## src/rtl/wppm_pkg.sv

```systemverilog
// shared types and constants for the waveform period and peak meter
// field widths, period mode codes, controller to datapath command and status
// no dependencies
package wppm_pkg;

    localparam int SAMPLE_W = 8;
    localparam int THRESH_W = 9;
    localparam int COUNT_W  = 10;
    localparam int PERIOD_W = 19;
    localparam int MODE_W   = 2;

    localparam logic [THRESH_W-1:0] THRESH_RESET = 9'd128;
    localparam logic [COUNT_W-1:0]  COUNT_MAX    = 10'd1023;
    localparam logic [PERIOD_W-1:0] PERIOD_MAX   = 19'h7FFFF;

    localparam logic [MODE_W-1:0] MODE_MEAN    = 2'd0;
    localparam logic [MODE_W-1:0] MODE_HALF    = 2'd1;
    localparam logic [MODE_W-1:0] MODE_INVALID = 2'd2;

    typedef struct packed {
        logic track;     // fold an accepted sample into the capture state
        logic div_load;  // load span and divisor into the divider
        logic div_step;  // one quotient bit
        logic out_load;  // capture the result and clear the capture state
    } wppm_cmd_t;

    typedef struct packed {
        logic div_done;
    } wppm_status_t;

endpackage

```

## src/rtl/wppm_datapath.sv

```systemverilog
// capture tracking, bit-serial divider and result register
// depends on wppm_pkg
module wppm_datapath #(
    parameter int MAX_SAMPLES = 1024
) (
    input  logic                              aclk,
    input  logic                              aresetn,
    input  wppm_pkg::wppm_cmd_t               cmd,
    output wppm_pkg::wppm_status_t            status,
    input  logic                              cfg_valid,
    input  logic [wppm_pkg::THRESH_W-1:0]     cfg_data,
    input  logic [wppm_pkg::SAMPLE_W-1:0]     sample,
    output logic [wppm_pkg::COUNT_W-1:0]      rising_count,
    output logic [wppm_pkg::PERIOD_W-1:0]     period_q8,
    output logic [wppm_pkg::MODE_W-1:0]       period_mode,
    output logic [wppm_pkg::SAMPLE_W-1:0]     peak_high,
    output logic [wppm_pkg::SAMPLE_W-1:0]     peak_low
);
    import wppm_pkg::*;

    localparam int IDX_W = $clog2(MAX_SAMPLES);
    localparam logic [IDX_W-1:0] IDX_LAST = IDX_W'(MAX_SAMPLES - 1);
    localparam int DVD_W = IDX_W + 8;
    localparam int DSR_W = COUNT_W;
    localparam int CNT_W = $clog2(DVD_W + 1);
    localparam int EXT_W = (IDX_W + 9 > PERIOD_W + 1) ? IDX_W + 9 : PERIOD_W + 1;

    logic [THRESH_W-1:0] thresh_reg;
    logic [SAMPLE_W-1:0] prev_reg;
    logic                have_prev_reg;
    logic [IDX_W-1:0]    idx_reg;
    logic [COUNT_W-1:0]  count_reg;
    logic [IDX_W-1:0]    first_rise_reg;
    logic [IDX_W-1:0]    last_rise_reg;
    logic [IDX_W-1:0]    first_fall_reg;
    logic                fall_found_reg;
    logic [SAMPLE_W-1:0] max_reg;
    logic [SAMPLE_W-1:0] min_reg;

    logic [DVD_W-1:0]    dvd_reg;
    logic [DSR_W-1:0]    dsr_reg;
    logic [DSR_W-1:0]    rem_reg;
    logic [CNT_W-1:0]    cnt_reg;

    logic [COUNT_W-1:0]  out_count_reg;
    logic [PERIOD_W-1:0] out_period_reg;
    logic [MODE_W-1:0]   out_mode_reg;
    logic [SAMPLE_W-1:0] out_high_reg;
    logic [SAMPLE_W-1:0] out_low_reg;

    logic                prev_above;
    logic                cur_above;
    logic                rise;
    logic                fall;
    logic [DSR_W:0]      rem_shift;
    logic                rem_ge;
    logic [IDX_W-1:0]    half_dist;
    logic [EXT_W-1:0]    quot_ext;
    logic [EXT_W-1:0]    half_ext;
    logic [PERIOD_W-1:0] period_next;
    logic [MODE_W-1:0]   mode_next;

    assign prev_above = {1'b0, prev_reg} >= thresh_reg;
    assign cur_above  = {1'b0, sample} >= thresh_reg;
    assign rise       = have_prev_reg && !prev_above && cur_above;
    assign fall       = have_prev_reg && prev_above && !cur_above;

    assign rem_shift = {rem_reg, dvd_reg[DVD_W-1]};
    assign rem_ge    = rem_shift >= {1'b0, dsr_reg};

    assign half_dist = (first_fall_reg >= first_rise_reg) ? first_fall_reg - first_rise_reg
                                                          : first_rise_reg - first_fall_reg;
    assign quot_ext  = EXT_W'(dvd_reg);
    assign half_ext  = EXT_W'({half_dist, 9'd0});

    always_comb begin
        if (count_reg > COUNT_W'(2)) begin
            period_next = (quot_ext > EXT_W'(PERIOD_MAX)) ? PERIOD_MAX
                                                         : quot_ext[PERIOD_W-1:0];
            mode_next   = MODE_MEAN;
        end else if (count_reg != '0 && fall_found_reg) begin
            period_next = (half_ext > EXT_W'(PERIOD_MAX)) ? PERIOD_MAX
                                                         : half_ext[PERIOD_W-1:0];
            mode_next   = MODE_HALF;
        end else begin
            period_next = '0;
            mode_next   = MODE_INVALID;
        end
    end

    assign status.div_done = (cnt_reg == '0);

    // threshold and capture state
    always_ff @(posedge aclk) begin
        if (!aresetn) begin
            thresh_reg <= THRESH_RESET;
        end else if (cfg_valid) begin
            thresh_reg <= cfg_data;
        end
    end

    always_ff @(posedge aclk) begin
        if (!aresetn || cmd.out_load) begin
            prev_reg       <= '0;
            have_prev_reg  <= 1'b0;
            idx_reg        <= '0;
            count_reg      <= '0;
            first_rise_reg <= '0;
            last_rise_reg  <= '0;
            first_fall_reg <= '0;
            fall_found_reg <= 1'b0;
            max_reg        <= '0;
            min_reg        <= '1;
        end else if (cmd.track) begin
            if (rise) begin
                if (count_reg == '0) begin
                    first_rise_reg <= idx_reg;
                end
                last_rise_reg <= idx_reg;
                if (count_reg < COUNT_MAX) begin
                    count_reg <= count_reg + COUNT_W'(1);
                end
            end
            if (fall && !fall_found_reg) begin
                first_fall_reg <= idx_reg;
                fall_found_reg <= 1'b1;
            end
            if (have_prev_reg && idx_reg < IDX_LAST) begin
                idx_reg <= idx_reg + IDX_W'(1);
            end
            prev_reg      <= sample;
            have_prev_reg <= 1'b1;
            if (sample > max_reg) begin
                max_reg <= sample;
            end
            if (sample < min_reg) begin
                min_reg <= sample;
            end
        end
    end

    // restoring divider, quotient shifts in where the dividend shifts out
    always_ff @(posedge aclk) begin
        if (!aresetn) begin
            cnt_reg <= '0;
        end else if (cmd.div_load) begin
            cnt_reg <= CNT_W'(DVD_W);
        end else if (cmd.div_step) begin
            cnt_reg <= cnt_reg - CNT_W'(1);
        end
    end

    always_ff @(posedge aclk) begin
        if (cmd.div_load) begin
            dvd_reg <= {last_rise_reg - first_rise_reg, 8'd0};
            dsr_reg <= count_reg - COUNT_W'(1);
            rem_reg <= '0;
        end else if (cmd.div_step) begin
            dvd_reg <= {dvd_reg[DVD_W-2:0], rem_ge};
            rem_reg <= rem_ge ? DSR_W'(rem_shift - {1'b0, dsr_reg}) : rem_shift[DSR_W-1:0];
        end
    end

    // result register
    always_ff @(posedge aclk) begin
        if (cmd.out_load) begin
            out_count_reg  <= count_reg;
            out_period_reg <= period_next;
            out_mode_reg   <= mode_next;
            out_high_reg   <= max_reg;
            out_low_reg    <= min_reg;
        end
    end

    assign rising_count = out_count_reg;
    assign period_q8    = out_period_reg;
    assign period_mode  = out_mode_reg;
    assign peak_high    = out_high_reg;
    assign peak_low     = out_low_reg;

endmodule

```

## src/rtl/wppm_controller.sv

```systemverilog
// sequencing state machine: sample intake, divider run, result handoff
// depends on wppm_pkg
module wppm_controller (
    input  logic                   aclk,
    input  logic                   aresetn,
    input  logic                   s_valid,
    output logic                   s_ready,
    input  logic                   s_last,
    output logic                   m_valid,
    input  logic                   m_ready,
    output wppm_pkg::wppm_cmd_t    cmd,
    input  wppm_pkg::wppm_status_t status
);
    import wppm_pkg::*;

    typedef enum logic [1:0] {
        ST_RUN,
        ST_LOAD,
        ST_DIV,
        ST_EMIT
    } state_t;

    state_t state_reg, state_next;
    logic   m_valid_reg, m_valid_next;
    logic   in_take;
    logic   out_free;

    assign s_ready  = (state_reg == ST_RUN);
    assign in_take  = s_valid && s_ready;
    assign out_free = !m_valid_reg || m_ready;
    assign m_valid  = m_valid_reg;

    always_comb begin
        cmd          = '0;
        state_next   = state_reg;
        m_valid_next = m_valid_reg && !m_ready;
        case (state_reg)
            ST_RUN: begin
                cmd.track = in_take;
                if (in_take && s_last) begin
                    state_next = ST_LOAD;
                end
            end
            ST_LOAD: begin
                cmd.div_load = 1'b1;
                state_next   = ST_DIV;
            end
            ST_DIV: begin
                cmd.div_step = !status.div_done;
                if (status.div_done) begin
                    state_next = ST_EMIT;
                end
            end
            ST_EMIT: begin
                if (out_free) begin
                    cmd.out_load = 1'b1;
                    m_valid_next = 1'b1;
                    state_next   = ST_RUN;
                end
            end
            default: begin
                state_next = ST_RUN;
            end
        endcase
    end

    always_ff @(posedge aclk) begin
        if (!aresetn) begin
            state_reg   <= ST_RUN;
            m_valid_reg <= 1'b0;
        end else begin
            state_reg   <= state_next;
            m_valid_reg <= m_valid_next;
        end
    end

endmodule

```

## src/rtl/waveform_period_and_peak_meter.sv

```systemverilog
// top level of the waveform period and peak meter
// depends on wppm_pkg, wppm_controller, wppm_datapath
//
//   channel   direction   ports                                  moves
//   s_        in          s_valid s_ready s_sample s_last        one sample request
//   m_        out         m_valid m_ready m_rising_count ...     one result per capture
//   cfg_      in          cfg_valid cfg_ready cfg_data           threshold write
//
// a sample is taken every cycle while a capture is running
// the last sample starts a bit-serial divide, one quotient bit per cycle over
// log2(MAX_SAMPLES)+8 bits; s_ready returns once the load, the divide and the
// result handoff are done
// the result waits in an output register while the next capture runs; only that
// capture's handoff stalls until m_ready frees the register
module waveform_period_and_peak_meter #(
    parameter int MAX_SAMPLES = 1024
) (
    input  logic                              aclk,
    input  logic                              aresetn,
    // sample channel
    input  logic                              s_valid,
    output logic                              s_ready,
    input  logic [wppm_pkg::SAMPLE_W-1:0]     s_sample,
    input  logic                              s_last,
    // result channel
    output logic                              m_valid,
    input  logic                              m_ready,
    output logic [wppm_pkg::COUNT_W-1:0]      m_rising_count,
    output logic [wppm_pkg::PERIOD_W-1:0]     m_period_q8,
    output logic [wppm_pkg::MODE_W-1:0]       m_period_mode,
    output logic [wppm_pkg::SAMPLE_W-1:0]     m_peak_high,
    output logic [wppm_pkg::SAMPLE_W-1:0]     m_peak_low,
    // threshold write channel
    input  logic                              cfg_valid,
    output logic                              cfg_ready,
    input  logic [wppm_pkg::THRESH_W-1:0]     cfg_data
);
    import wppm_pkg::*;

    // reset is synchronous active low: threshold back to 128, capture state cleared
    wppm_cmd_t    cmd;
    wppm_status_t status;

    // threshold writes are always taken; they must only arrive while idle, which the block itself does not enforce
    assign cfg_ready = 1'b1;

    // sequencing: intake, divider run, result handoff
    wppm_controller u_ctrl (
        .aclk    (aclk),
        .aresetn (aresetn),
        .s_valid (s_valid),
        .s_ready (s_ready),
        .s_last  (s_last),
        .m_valid (m_valid),
        .m_ready (m_ready),
        .cmd     (cmd),
        .status  (status)
    );

    // crossing and peak tracking, divider and result register
    wppm_datapath #(
        .MAX_SAMPLES (MAX_SAMPLES)
    ) u_dp (
        .aclk         (aclk),
        .aresetn      (aresetn),
        .cmd          (cmd),
        .status       (status),
        .cfg_valid    (cfg_valid),
        .cfg_data     (cfg_data),
        .sample       (s_sample),
        .rising_count (m_rising_count),
        .period_q8    (m_period_q8),
        .period_mode  (m_period_mode),
        .peak_high    (m_peak_high),
        .peak_low     (m_peak_low)
    );

endmodule

```

## config.mk

```make
export PLATFORM = sky130hd
export DESIGN_NAME = waveform_period_and_peak_meter
export DESIGN_NICKNAME = d
export VERILOG_FILES = /design/src/rtl/wppm_pkg.sv /design/src/rtl/wppm_datapath.sv /design/src/rtl/wppm_controller.sv /design/src/rtl/waveform_period_and_peak_meter.sv
export SDC_FILE = /design/constraint.sdc
export NUM_CORES = 1
export LEC_CHECK = 0
export BUFFER_PORTS_ARGS = -buffer_cell sky130_fd_sc_hd__buf_4
export CORE_ASPECT_RATIO = 0.5
export CORE_MARGIN = 2
export CORE_UTILIZATION = 46
export CTS_CLUSTER_DIAMETER = 50
export DETAILED_ROUTE_END_ITERATION = 6
export PLACE_DENSITY = 0.65
export SLEW_MARGIN = 40
export SYNTH_ARGS = -nofsm -noshare
export SYNTH_HDL_FRONTEND = slang
export SYNTH_SLANG_ARGS = --single-unit
```

## constraint.sdc

```tcl
create_clock -name aclk -period 6.7 [get_ports aclk]
set_clock_uncertainty 0.15 [all_clocks]
set_input_delay 0.67 -clock aclk [delete_from_list [all_inputs] [get_ports aclk]]
set_output_delay 0.67 -clock aclk [all_outputs]
set_load 0.005 [all_outputs]
```

==> run_summary.xml <==
<?xml version="1.0" encoding="UTF-8"?>
<metrics>
  <group name="outcome">
    <metric name="outcome" unit="">finished clean</metric>
  </group>
  <group name="global_route">
    <metric name="grt_use_met1" unit="%">28.2</metric>
    <metric name="grt_busiest_layer" unit="">met2</metric>
    <metric name="first_global_vias" unit="">6468</metric>
    <metric name="grt_antenna_before_repair" unit="">0</metric>
    <metric name="grt_max_degree" unit="">74</metric>
    <metric name="grt.total_usage" unit="%">19.5</metric>
    <metric name="met3_usage" unit="%">3.32</metric>
    <metric name="global_route.usage.met2" unit="%">29.4</metric>
    <metric name="globalRoute.totalOverflow" unit="">0</metric>
    <metric name="global_route_wire_length_before_repair" unit="mm">33.0</metric>
  </group>
  <group name="setup_path">
    <metric name="crit_path_start" unit="">u_dp.first_rise_reg[1]</metric>
    <metric name="crit_path_max_fanout" unit="">7</metric>
    <metric name="worstReg2RegEnd" unit="">u_dp.period_q8[12]</metric>
    <metric name="timing.critical_path.from_type" unit="">flop</metric>
    <metric name="ff2ff_path_depth" unit="">9</metric>
    <metric name="worstPathRequired" unit="ns">6.74</metric>
    <metric name="reg2reg_setup_slack" unit="ns">3.50</metric>
    <metric name="path_class" unit="">reg -&gt; reg</metric>
    <metric name="worst-endpoint-arrival" unit="ns">3.24</metric>
    <metric name="critical_path.endpoint_type" unit="">flop</metric>
    <metric name="reg2reg_from" unit="">u_dp.first_rise_reg[1]</metric>
    <metric name="worst_setup_path_endpoint" unit="">u_dp.period_q8[12]</metric>
  </group>
  <group name="die">
    <metric name="core_outline_area" unit="sq um">19500</metric>
    <metric name="initial_core_util" unit="%">47.1</metric>
    <metric name="fp-row-count" unit="">36</metric>
    <metric name="fp.dieArea" unit="sq um">21200</metric>
    <metric name="die_w" unit="um">204</metric>
    <metric name="floorplan.die.height" unit="um">104</metric>
    <metric name="pin_count" unit="">73</metric>
  </group>
  <group name="placement">
    <metric name="buffer_ports.inserted" unit="">71</metric>
    <metric name="dp_worst_setup_slack" unit="ns">3.37</metric>
    <metric name="sum_of_net_half_perimeters_after_detailed_placement" unit="mm">14.1</metric>
    <metric name="total_instance_count_after_detailed_placement" unit="">1239</metric>
    <metric name="place.gp.congestion" unit="">0.862</metric>
  </group>
  <group name="logic_synthesis">
    <metric name="synth_enable_flop_cells" unit="">67</metric>
    <metric name="seq_area_frac_synth" unit="%">46.1</metric>
    <metric name="netlist_instances" unit="">933</metric>
    <metric name="syn_area" unit="sq um">9190</metric>
    <metric name="yosys.cell_types.count" unit="">64</metric>
    <metric name="ys_ff_latch" unit="">178</metric>
    <metric name="dominantRegCellSynth" unit="">dfxtp_1</metric>
    <metric name="synth_top_cells_by_count" unit="">dfxtp_1 (111), nor2_1 (92), nand2_1 (86), ha_1 (78), inv_1 (72)</metric>
    <metric name="synthesized_area_per_cell" unit="sq um">9.85</metric>
    <metric name="synth_top_cell_area_share" unit="%">24.2</metric>
    <metric name="synthesis.nets" unit="">1038</metric>
    <metric name="yosysWarnings" unit="">0</metric>
    <metric name="cell_type_contributing_the_most_total_cell_area_after_synthesis" unit="">dfxtp_1</metric>
    <metric name="async_reset_ff_share" unit="%">0</metric>
    <metric name="synthTopCellsByArea" unit="">dfxtp_1 (24%), edfxtp_1 (22%), ha_1 (11%)</metric>
    <metric name="yosys.cell_count.top_type" unit="">dfxtp_1</metric>
  </group>
  <group name="pwr">
    <metric name="p_leak" unit="nW">4.21</metric>
    <metric name="irDropWorstVdd" unit="V">0.000188</metric>
    <metric name="pwr_density_cell" unit="nW/um^2">293</metric>
    <metric name="total_power" unit="mW">3.09</metric>
  </group>
  <group name="worst_hold_path">
    <metric name="min-delay-start" unit="">u_dp.min_reg[1]</metric>
    <metric name="hold_path.class" unit="">reg -&gt; reg</metric>
    <metric name="min_delay_path_depth" unit="">0</metric>
  </group>
  <group name="routing">
    <metric name="post-route-drc-count" unit="">0</metric>
    <metric name="vias" unit="">6783</metric>
    <metric name="drt_first_iter_violations" unit="">403</metric>
    <metric name="detail_route.wl_per_cell" unit="um">15.7</metric>
    <metric name="post_drt_via_cell_ratio" unit="">5.34</metric>
    <metric name="drt.antenna.violating_nets" unit="">0</metric>
    <metric name="drt_pre_antenna_iters" unit="">5</metric>
    <metric name="routed_wl" unit="mm">20.0</metric>
  </group>
  <group name="cells_and_area">
    <metric name="largest_register_ffs" unit="">19</metric>
    <metric name="design.final.nets" unit="">1097</metric>
    <metric name="final_core_utilization" unit="%">54.0</metric>
    <metric name="num_antenna_cells" unit="">0</metric>
    <metric name="layout.cells.non_filler" unit="">1271</metric>
    <metric name="final_layout_size_suffix_gt1_share" unit="%">13.0</metric>
    <metric name="area_growth" unit="%">14.7</metric>
  </group>
  <group name="sta">
    <metric name="setup_tns_final" unit="ns">0</metric>
    <metric name="final.period_utilization" unit="%">47.8</metric>
    <metric name="timing.final.hold_violations" unit="">0</metric>
    <metric name="tightestPinTransition" unit="ns">0.777</metric>
    <metric name="maxSlewHeadroom" unit="%">48.2</metric>
    <metric name="fmaxAchievable" unit="MHz">312</metric>
    <metric name="final_max_tran_viols" unit="">0</metric>
    <metric name="postLayoutSetupSlackWorst" unit="ns">3.50</metric>
    <metric name="grt_setup_unrepaired" unit="">false</metric>
    <metric name="finalSetupViolations" unit="">0</metric>
    <metric name="finalCriticalPeriod" unit="ns">3.20</metric>
  </group>
  <group name="cts">
    <metric name="htree_levels" unit="">4</metric>
    <metric name="postCtsSetupBuffers" unit="">0</metric>
    <metric name="cts-buffers-inserted" unit="">17</metric>
    <metric name="clk_latency" unit="ns">0.44</metric>
    <metric name="path_clk_slew" unit="ns">0.07</metric>
    <metric name="tritoncts" unit="">built</metric>
    <metric name="clk_sink_count" unit="">178</metric>
    <metric name="cts-root-buf" unit="">clkbuf_16</metric>
    <metric name="cts_max_path_buffers" unit="">2</metric>
    <metric name="postCtsHoldBufs" unit="">0</metric>
    <metric name="cts_repair_resize_count" unit="">0</metric>
  </group>
  <group name="flow_run">
    <metric name="number_of_max_cap_violations" unit="">0</metric>
  </group>
</metrics>
[placed cells by master, fill, tap and decap left out, drive strengths merged, types with 17 or more instances in the layout]
cell,Yosys,routed
clkbuf,25,21
nor3,20,20
mux2i,55,55
nand3,26,26
nor2,93,93
dfxtp,111,111
xor2,17,17
o21ai,34,34
nand2,86,86
a21o,18,18
xnor2,26,26
edfxtp,67,67
a21oi,51,51
buf,15,80
inv,72,76
ha,78,78
[final cells by class]
class                      instances  area, sq um
timing repair buffer              80          598
tap                              266          333
clock inverter                    11          126
clock buffer                      21          450
multi-input combinational        643         4530
inverter                          72          270
sequential                       178         4230
fill                            1719         8970
[worst max-delay path: stages, from the launching register on]
cell      delay (ns)
dfxtp_1         0.42
inv_1           0.14
fa_1            0.45
a21o_1          0.22
a221o_1         0.35
a221oi_2        0.49
buf_4           0.26
mux2i_1         0.23
xor2_1          0.17
o21ai_1         0.08
[logic make-up after synthesis]
family          Yosys count  synth area share (%)
other cells               1                0.0408
fa+ha+maj                82                  11.5
compound gates          169                  12.1
xor+xnor                 43                  4.10
simple gates            293                  15.1
flops                   178                  46.1
mux                      55                  5.99
buf+inv                 112                  5.11
[through the flow]
step           instance area, sq um  hold slack, ns
6_report                      10500           0.295
5_1_grt                       10500           0.311
4_1_cts                       10500           0.293
3_5_place_dp                   9960           0.267
3_3_place_gp                   9920           0.278
2_1_floorplan                  9190           0.253
[layer usage]
metal | part of all wire [%] | wire length (um) | vias up
met3 | 4.6 | 917 | 23
met5 | 0 | 0 | -
met4 | 1.3 | 267 | 0
met2 | 43 | 8690 | 153
li1 | - | - | 3384
met1 | 51 | 10100 | 3223
[power breakdown]
group,internal (mW),switching (mW),leakage (nW)
Clock,0.563,0.445,0.279
Sequential,1.29,0.0860,1.50
Combinational,0.267,0.433,2.43
[worst min-delay path by stage]
stage                                 endpoint  slack, ns
after global placement        u_dp.peak_low[1]       0.28
final                         u_dp.peak_low[1]       0.30
after detailed placement      u_dp.peak_low[2]       0.27
after CTS                   u_dp.thresh_reg[7]       0.29
after floorplan           u_dp.rising_count[4]       0.25
after global routing          u_dp.peak_low[6]       0.31
Power figures use the tool's default switching activity.
